$ cat src/char_lcd_8bit_write_sequencer_assert.svh
// ----------------------------------------------------------------------------
// Character LCD write sequencer - assertion macros
// Concurrent check wrappers; they compile to nothing when SYNTHESIS is set.
// ----------------------------------------------------------------------------
`ifndef CHAR_LCD_8BIT_WRITE_SEQUENCER_ASSERT_SVH
`define CHAR_LCD_8BIT_WRITE_SEQUENCER_ASSERT_SVH

`ifndef SYNTHESIS

`define CLSQ_ASSERT_HOLD(label, cond) \
  label: assert property (@(posedge clk) disable iff (!rst_n) (cond)) \
    else $error("clsq: invariant violated");

`define CLSQ_ASSERT_IMP(label, ante, cons) \
  label: assert property (@(posedge clk) disable iff (!rst_n) (ante) |-> (cons)) \
    else $error("clsq: same-cycle implication violated");

`define CLSQ_ASSERT_NXT(label, ante, cons) \
  label: assert property (@(posedge clk) disable iff (!rst_n) (ante) |=> (cons)) \
    else $error("clsq: next-cycle implication violated");

`else

`define CLSQ_ASSERT_HOLD(label, cond)
`define CLSQ_ASSERT_IMP(label, ante, cons)
`define CLSQ_ASSERT_NXT(label, ante, cons)

`endif

`endif

$ cat src/clsq_pkg.sv
// ----------------------------------------------------------------------------
// clsq_pkg
// Types, codes and init tables shared by the LCD write sequencer.
// ----------------------------------------------------------------------------
package clsq_pkg;

  // width of the microsecond wait counters (12..24)
  localparam int unsigned WAIT_CW  = 16;
  localparam int unsigned WAIT_MAX = (1 << WAIT_CW) - 1;

  localparam logic [3:0] INIT_STEPS = 4'd8;

  localparam logic [1:0] CFG_POWER_ON = 2'd0;
  localparam logic [1:0] CFG_CLEAR    = 2'd1;
  localparam logic [1:0] CFG_WRITE    = 2'd2;

  localparam logic [7:0] CMD_CLEAR     = 8'h01;
  localparam logic [7:0] CMD_HOME      = 8'h02;
  localparam logic [7:0] CMD_SET_DDRAM = 8'h80;
  localparam logic [7:0] LINE1_BASE    = 8'h00;
  localparam logic [7:0] LINE2_BASE    = 8'h40;

  localparam logic [7:0] INIT_BYTES [8] = '{
    8'h30, 8'h30, 8'h30, 8'h38, 8'h08, 8'h01, 8'h06, 8'h0C
  };

  typedef enum logic [1:0] {
    KIND_TICK   = 2'd0,
    KIND_CMD    = 2'd1,
    KIND_CHAR   = 2'd2,
    KIND_CURSOR = 2'd3
  } kind_t;

  typedef enum logic [2:0] {
    PH_POWER  = 3'd0,
    PH_ENABLE = 3'd1,
    PH_POST   = 3'd2,
    PH_EXTRA  = 3'd3,
    PH_IDLE   = 3'd4
  } phase_t;

  typedef struct packed {
    logic [15:0] power_on_wait_us;
    logic [15:0] clear_wait_us;
    logic [15:0] write_wait_us;
  } clsq_cfg_t;

  typedef struct packed {
    phase_t             phase;
    logic [WAIT_CW-1:0] wait_cnt;
    logic [3:0]         init_step;
    logic               rs;
    logic               en;
    logic [7:0]         data;
    logic [WAIT_CW-1:0] pend;
  } clsq_state_t;

  typedef struct packed {
    logic       rs;
    logic       en;
    logic [7:0] data;
    logic       busy_res;
    logic       init_done;
    logic       dropped;
  } clsq_res_t;

  function automatic logic [WAIT_CW-1:0] sat_wait(input logic [15:0] v);
    if (WAIT_CW >= 16) begin
      return WAIT_CW'(v);
    end else if (32'(v) > WAIT_MAX) begin
      return WAIT_CW'(WAIT_MAX);
    end else begin
      return WAIT_CW'(v);
    end
  endfunction

  function automatic logic [WAIT_CW-1:0] cmd_extra(input logic [7:0]  cmd,
                                                   input clsq_cfg_t  cfg);
    if (cmd == CMD_CLEAR || cmd == CMD_HOME) begin
      return sat_wait(cfg.clear_wait_us);
    end else begin
      return sat_wait(cfg.write_wait_us);
    end
  endfunction

  // gap after each init write: fixed for the three 0x30 strobes
  function automatic logic [WAIT_CW-1:0] init_extra(input logic [3:0] step,
                                                    input clsq_cfg_t  cfg);
    logic [15:0] gap;
    gap = 16'd0;
    case (step)
      4'd0:    gap = 16'd10000;
      4'd1:    gap = 16'd200;
      4'd2:    gap = 16'd200;
      default: gap = 16'd0;
    endcase
    if (step < 4'd3) begin
      return sat_wait(gap);
    end else begin
      return cmd_extra(INIT_BYTES[step[2:0]], cfg);
    end
  endfunction

endpackage

$ cat src/clsq_step.sv
// ----------------------------------------------------------------------------
// clsq_step
// Next-state and result logic for one microsecond tick of the sequencer.
// ----------------------------------------------------------------------------
module clsq_step (
  input  clsq_pkg::clsq_state_t cur,
  input  clsq_pkg::clsq_cfg_t   cfg,
  input  logic [1:0]            kind,
  input  logic [7:0]            value,
  input  logic [7:0]            col,
  input  logic [7:0]            row,
  output clsq_pkg::clsq_state_t nxt,
  output clsq_pkg::clsq_res_t   res
);
  import clsq_pkg::*;

  always_comb begin
    logic               go_extra;
    logic               go_finish;
    logic               dropped;
    logic [7:0]         base;
    logic [7:0]         col_eff;
    logic [7:0]         addr;
    logic [WAIT_CW-1:0] post_n;
    phase_t             ph;

    go_extra  = 1'b0;
    go_finish = 1'b0;
    dropped   = 1'b0;
    base      = (row == 8'd1) ? LINE1_BASE : LINE2_BASE;
    col_eff   = (col == 8'd0) ? 8'd1 : col;
    addr      = base + col_eff - 8'd1;
    post_n    = sat_wait(cfg.write_wait_us);
    nxt       = cur;

    // power-on wait over: first init strobe goes out this tick
    if (nxt.phase == PH_POWER && nxt.wait_cnt >= sat_wait(cfg.power_on_wait_us)) begin
      nxt.rs    = 1'b0;
      nxt.data  = INIT_BYTES[nxt.init_step[2:0]];
      nxt.en    = 1'b1;
      nxt.pend  = init_extra(nxt.init_step, cfg);
      nxt.phase = PH_ENABLE;
    end

    if (kind_t'(kind) != KIND_TICK) begin
      if (nxt.phase == PH_IDLE) begin
        nxt.en    = 1'b1;
        nxt.phase = PH_ENABLE;
        case (kind_t'(kind))
          KIND_CMD: begin
            nxt.rs   = 1'b0;
            nxt.data = value;
            nxt.pend = cmd_extra(value, cfg);
          end
          KIND_CHAR: begin
            nxt.rs   = 1'b1;
            nxt.data = value;
            nxt.pend = sat_wait(cfg.write_wait_us);
          end
          default: begin
            nxt.rs   = 1'b0;
            nxt.data = CMD_SET_DDRAM | addr;
            nxt.pend = sat_wait(cfg.write_wait_us);
          end
        endcase
      end else begin
        dropped = 1'b1;
      end
    end

    res.rs        = nxt.rs;
    res.en        = nxt.en;
    res.data      = nxt.data;
    res.busy_res  = (nxt.phase != PH_IDLE);
    res.init_done = (nxt.init_step >= INIT_STEPS);
    res.dropped   = dropped;

    ph = nxt.phase;
    unique case (ph)
      PH_POWER: begin
        if (nxt.wait_cnt != '1) begin
          nxt.wait_cnt = nxt.wait_cnt + WAIT_CW'(1);
        end
      end
      PH_ENABLE: begin
        nxt.en = 1'b0;
        if (post_n == '0) begin
          go_extra = 1'b1;
        end else begin
          nxt.phase    = PH_POST;
          nxt.wait_cnt = post_n;
        end
      end
      PH_POST: begin
        if (nxt.wait_cnt != '0) begin
          nxt.wait_cnt = nxt.wait_cnt - WAIT_CW'(1);
        end
        go_extra = (nxt.wait_cnt == '0);
      end
      PH_EXTRA: begin
        if (nxt.wait_cnt != '0) begin
          nxt.wait_cnt = nxt.wait_cnt - WAIT_CW'(1);
        end
        go_finish = (nxt.wait_cnt == '0);
      end
      default: begin
      end
    endcase

    // zero extra wait falls straight through to the end of the write
    if (go_extra) begin
      if (nxt.pend == '0) begin
        go_finish = 1'b1;
      end else begin
        nxt.phase    = PH_EXTRA;
        nxt.wait_cnt = nxt.pend;
      end
    end

    if (go_finish) begin
      nxt.en    = 1'b0;
      nxt.phase = PH_IDLE;
      if (nxt.init_step < INIT_STEPS) begin
        nxt.init_step = nxt.init_step + 4'd1;
        if (nxt.init_step < INIT_STEPS) begin
          nxt.rs    = 1'b0;
          nxt.data  = INIT_BYTES[nxt.init_step[2:0]];
          nxt.en    = 1'b1;
          nxt.pend  = init_extra(nxt.init_step, cfg);
          nxt.phase = PH_ENABLE;
        end
      end
    end
  end

endmodule

$ cat src/char_lcd_8bit_write_sequencer.sv
// An accepted tick's result is in the output register in the next cycle.
// Throughput: one tick per cycle while in_stall is low; the tick's whole update is one pass of clsq_step.
// in_stall is high only while a held result is stalled downstream.
// Reset (rst_n low, synchronous) restores default wait registers and restarts
// the power-on wait; no result is valid until a tick is accepted.
// ----------------------------------------------------------------------------
// Character LCD 8-bit write sequencer
// Power-on init and byte/cursor writes timed in microsecond ticks.
// ----------------------------------------------------------------------------
`include "char_lcd_8bit_write_sequencer_assert.svh"

module char_lcd_8bit_write_sequencer (
  input  logic        clk,
  input  logic        rst_n,
  input  logic        in_valid,
  output logic        in_stall,
  input  logic [1:0]  in_kind,
  input  logic [7:0]  in_value,
  input  logic [7:0]  in_col,
  input  logic [7:0]  in_row,
  output logic        out_valid,
  input  logic        out_stall,
  output logic        out_rs,
  output logic        out_en,
  output logic [7:0]  out_data,
  output logic        out_busy_res,
  output logic        out_init_done,
  output logic        out_dropped,
  input  logic        cfg_we,
  input  logic [1:0]  cfg_index,
  input  logic [15:0] cfg_wdata
);
  import clsq_pkg::*;

  clsq_cfg_t   cfg_r;
  clsq_state_t state_r;
  clsq_state_t state_nxt;
  clsq_res_t   res_nxt;
  clsq_res_t   res_r;
  logic        out_valid_r;
  logic        in_accept;

  assign in_stall  = out_valid_r & out_stall;
  assign in_accept = in_valid & ~in_stall;

  always_ff @(posedge clk) begin
    if (!rst_n) begin
      cfg_r.power_on_wait_us <= 16'd50000;
      cfg_r.clear_wait_us    <= 16'd2000;
      cfg_r.write_wait_us    <= 16'd50;
    end else if (cfg_we) begin
      unique case (cfg_index)
        CFG_POWER_ON: cfg_r.power_on_wait_us <= cfg_wdata;
        CFG_CLEAR:    cfg_r.clear_wait_us    <= cfg_wdata;
        CFG_WRITE:    cfg_r.write_wait_us    <= cfg_wdata;
        default: begin
        end
      endcase
    end
  end

  clsq_step u_step (
    .cur   (state_r),
    .cfg   (cfg_r),
    .kind  (in_kind),
    .value (in_value),
    .col   (in_col),
    .row   (in_row),
    .nxt   (state_nxt),
    .res   (res_nxt)
  );

  always_ff @(posedge clk) begin
    if (!rst_n) begin
      state_r.phase     <= PH_POWER;
      state_r.wait_cnt  <= '0;
      state_r.init_step <= '0;
      state_r.rs        <= 1'b0;
      state_r.en        <= 1'b0;
      state_r.data      <= '0;
      state_r.pend      <= '0;
      out_valid_r       <= 1'b0;
    end else begin
      if (in_accept) begin
        state_r <= state_nxt;
      end
      out_valid_r <= in_accept | (out_valid_r & out_stall);
    end
  end

  always_ff @(posedge clk) begin
    if (in_accept) begin
      res_r <= res_nxt;
    end
  end

  assign out_valid     = out_valid_r;
  assign out_rs        = res_r.rs;
  assign out_en        = res_r.en;
  assign out_data      = res_r.data;
  assign out_busy_res  = res_r.busy_res;
  assign out_init_done = res_r.init_done;
  assign out_dropped   = res_r.dropped;

  `CLSQ_ASSERT_NXT(a_accept_loads_result, in_accept, out_valid_r)
  `CLSQ_ASSERT_HOLD(a_init_step_range, state_r.init_step <= INIT_STEPS)
  `CLSQ_ASSERT_IMP(a_idle_after_init, state_r.phase == PH_IDLE, state_r.init_step == INIT_STEPS)
  `CLSQ_ASSERT_IMP(a_idle_enable_low, state_r.phase == PH_IDLE, !state_r.en)
  `CLSQ_ASSERT_IMP(a_drop_only_busy, out_valid_r && res_r.dropped, res_r.busy_res)

endmodule
$ cat config.mk
export PLATFORM = sky130hd
export DESIGN_NAME = char_lcd_8bit_write_sequencer
export DESIGN_NICKNAME = d
export VERILOG_FILES = /design/src/clsq_pkg.sv /design/src/clsq_step.sv /design/src/char_lcd_8bit_write_sequencer.sv
export VERILOG_INCLUDE_DIRS = /design/src /design/src/src
export SDC_FILE = /design/constraint.sdc
export NUM_CORES = 1
export LEC_CHECK = 0
export ABC_AREA = 1
export BUFFER_PORTS_ARGS = -buffer_cell sky130_fd_sc_hd__buf_4
export CAP_MARGIN = 40
export CELL_PAD_IN_SITES_DETAIL_PLACEMENT = 1
export CELL_PAD_IN_SITES_GLOBAL_PLACEMENT = 1
export CORE_MARGIN = 4
export CORE_UTILIZATION = 32
export DETAILED_ROUTE_END_ITERATION = 16
export HOLD_SLACK_MARGIN = 0.05
export PLACE_DENSITY_LB_ADDON = 0.1
export SYNTH_ARGS = -nofsm -noshare
export SYNTH_HDL_FRONTEND = slang
export SYNTH_HIERARCHICAL = 1
export SYNTH_SLANG_ARGS = --single-unit
export TNS_END_PERCENT = 1
$ cat constraint.sdc
create_clock -name clk -period 5.5 [get_ports clk]
set_clock_uncertainty 0.2 [all_clocks]
set_input_delay 0.275 -clock clk [delete_from_list [all_inputs] [get_ports clk]]
set_output_delay 0.275 -clock clk [all_outputs]
set_load 0.005 [all_outputs]
==> flow_metrics.tcl <==
set metrics [dict create \
    worst_slew_margin_rel_pct 41.7 \
    synthArstFlopShare_pct 0 \
    grt-ovfl-total 0 \
    synth_cell_type_count 56 \
    most_frequent_cell_on_critical_path "nand2_1" \
    syn_to_final_growth_pct 9.71 \
    postRouteWirelength_um 45300 \
    number_of_antenna_violations_at_the_first_check_in_global_routing 0 \
    route.met2.wl_um 20200 \
    worst_slew_pin_slew_ns 0.874 \
    drt-met1-wl_um 22100 \
    largest_register_ff_count 49 \
    max_flop_register "state_r" \
    tritoncts_sink_count 111 \
    aggregate_global_route_resource_usage_pct 24.6 \
    die_area_um2 37000 \
    clkLatencyLatePin_ns 0.39 \
    initial_core_util_pct 32.4 \
    timing.critical_path.buf_inv 3 \
    power.density_nw_per_um2 224 \
    ctsResizeCount 0 \
    core_area_um2 33500 \
    grt_pass1_vias 11700 \
    cp_top_family "simple AND/OR/NAND/NOR gates" \
    grt_first_pass_wirelength_um 70800 \
    cell_count_after_synthesis 1836 \
    timing.final.crit_share_pct 80.8 \
    start_kind "register" \
    hp-class "in -> reg" \
    setup_tns_ns 0 \
    synth_area_um2 10900 \
    critical_path.endpoint_type "register" \
    io_buffers 63 \
    timing.critical_path.arrival_ns 4.56 \
    tritoncts.num_buffers 9 \
    drc 0 \
    avgSynthCellArea_um2 5.92 \
    ios 64 \
    cts-htree-levels 3 \
    critical-path-slowest-cell "nand2_1" \
    peakVddDrop_mv 0.199 \
    vias_per_cell 5.33 \
    cts.path.max_buffers 2 \
    ys_dominant_reg_cell "dfxtp_1" \
    final_common_cell "nand2_1" \
    finish.net_count 1927 \
    finish.utilization_pct 35.6 \
    seq_area_frac_synth_pct 21.6 \
    fp.dieH_um 192 \
    synthesis.nets 1921 \
    critical_path.max_stage_delay_ns 0.49 \
    fill_cells 4563 \
    unrepaired_setup_endpoints_after_global_routing "false" \
    dr.max_layer_used "met4" \
    final.min_clock_period_ns 4.44 \
    wl_met3_um 2390 \
    floorplan.rows 67 \
    mostFrequentLayoutCells "581 x nand2_1, 196 x nand3_1, 188 x nor2_1" \
    synth_seq_cells 111 \
    hpwlAfterDp_um 33200 \
    clockRootBuffer "clkbuf_16" \
    status "completed" \
    cts_tree "built" \
    path_class "reg -> reg" \
    clock.fmax_ghz 0.225 \
    synth_edf_count 13 \
    static-leakage-power_uw 0.00590 \
    cp_max_fo 25 \
    ant_nets 0 \
    die_width_um 192 \
    route.vias.total 12200 \
    diodes 0 \
    finalHoldViolCount 0 \
    cts.clk_slew.worst_paths_ns 0.09 \
    gp_congestion 0.894 \
    drtIter0Drc 874 \
    maximum_number_of_pins_on_one_net_before_global_route_repair 76 \
    number_of_setup_violations_in_the_final_report 0 \
    yosys_warnings 6 \
    finalMaxSlewViolations 0 \
    critical_path.cell_chain "inv_2 > ha_1 > nand2_1 > nor2_1 > nand2_1 > nand2_1 > nor2_1 > nand2_1 > nand2_1 > nand2_2 > nand2_4 > nand3_2 > nand3_2 > inv_2 > nand2_1 > nand2_1 > inv_2 > nand2_4 > nand3_1 > nand2_1 > nand3b_1 > nand2_1 > nor2_1" \
    layout-drive-gt1-share_pct 10.3 \
    wire_per_inst_um 19.7 \
    drt_pre_antenna_iters 5 \
    max_cap_viols 0 \
    crit_required_ns 5.61 \
]
## worst reg2reg max path, cell delays in order (launching register included)
cell,delay [ns]
dfxtp_1,0.44
inv_2,0.18
ha_1,0.32
nand2_1,0.05
nor2_1,0.08
nand2_1,0.06
nand2_1,0.05
nor2_1,0.04
nand2_1,0.06
nand2_1,0.06
nand2_2,0.11
nand2_4,0.16
nand3_2,0.19
nand3_2,0.25
inv_2,0.34
nand2_1,0.16
nand2_1,0.49
inv_2,0.25
nand2_4,0.36
nand3_1,0.14
nand2_1,0.09
nand3b_1,0.10
nand2_1,0.07
nor2_1,0.12
## repair_timing
| action | in CTS | in global routing |
|---|---|---|
| endpoints found under the hold margin | 40 | 0 |
| hold buffers | 17 | 0 |
| buffers inserted | 0 | 0 |
## per-layer routing
metal | GRT usage [%] | vias up
met5 | 0 | -
met2 | 39.2 | 282
met4 | 4.66 | 0
met3 | 3.60 | 29
li1 | - | 5983
met1 | 35.7 | 5942
## through the flow
step                instance area [µm²]  hold slack, ns  instances  setup WS (ns)  power [µW]
finish                            11900          0.0608       2294           1.06        2680
global route                      11900           0.104       2294          0.611        2870
CTS                               11900          0.0501       2294           1.07        2700
detailed placement                11500           0.251       2262           1.10        1980
global placement                  11400           0.241       2260           1.12        1960
floorplan                         10900           0.188       1836           2.49        1660
## synthesized netlist by cell type (4+ instances only)
cell type	n	area, µm²
nand2_1	582	2180
nand3_1	196	981
nor2_1	188	706
inv_1	163	612
o21ai_0	108	541
dfxtp_1	98	1960
a21oi_1	86	430
nand3b_1	65	488
buf_2	38	190
ha_1	36	450
clkbuf_1	34	128
nand4_1	31	194
nand2_2	18	113
buf_6	17	191
o2111ai_1	16	140
edfxtp_1	13	390
nand3_2	12	120
buf_4	10	75.1
nor2_2	10	62.6
nor3_1	10	50.1
xor2_1	10	87.6
inv_2	9	33.8
o211ai_1	8	60.1
a21oi_2	7	61.3
clkinv_1	6	22.5
or2_2	6	37.5
buf_1	5	18.8
nor2_4	5	56.3
o21ai_2	5	43.8
nand2_4	4	45.0
## cell type report
cell class	instances	area [µm²]	area share, %
well taps	448	561	4.70
inverters	179	674	5.65
multi-input cells	1439	7210	60.5
clock inverters	5	41.3	0.346
flip-flops and latches	111	2350	19.7
clock buffers	10	239	2.00
repair buffers	102	848	7.11
## worst paths after layout
| kind | from | depth (start not counted) | slack, ns | endpoint |
|---|---|---|---|---|
| worst max register to register | state_r[30] | 23 | 1.06 | state_r[5] |
| worst max-delay path | state_r[30] | 23 | 1.06 | state_r[5] |
| worst min register to register | cfg_r[40] | 2 | 0.27 | cfg_r[40] |
| worst min-delay path | cfg_index[0] | 4 | 0.06 | cfg_r[4] |
## cell families after synthesis
logic type | share of synthesized area [%]
xor+xnor | 0.967
flops | 21.6
simple gates | 47.8
fa+ha+maj | 4.14
compound gates | 13.3
buf+inv | 12.1
## where the power goes
| part | internal, µW | leakage (µW) | total, µW | switching, µW |
|---|---|---|---|---|
| Combinational | 345 | 0.00482 | 1020 | 675 |
| Sequential | 881 | 0.000934 | 961 | 79.9 |
| Clock | 324 | 0.000140 | 696 | 371 |
| Total | 1550 | 0.00590 | 2680 | 1130 |
No activity file was read; power rests on OpenSTA's default activity.
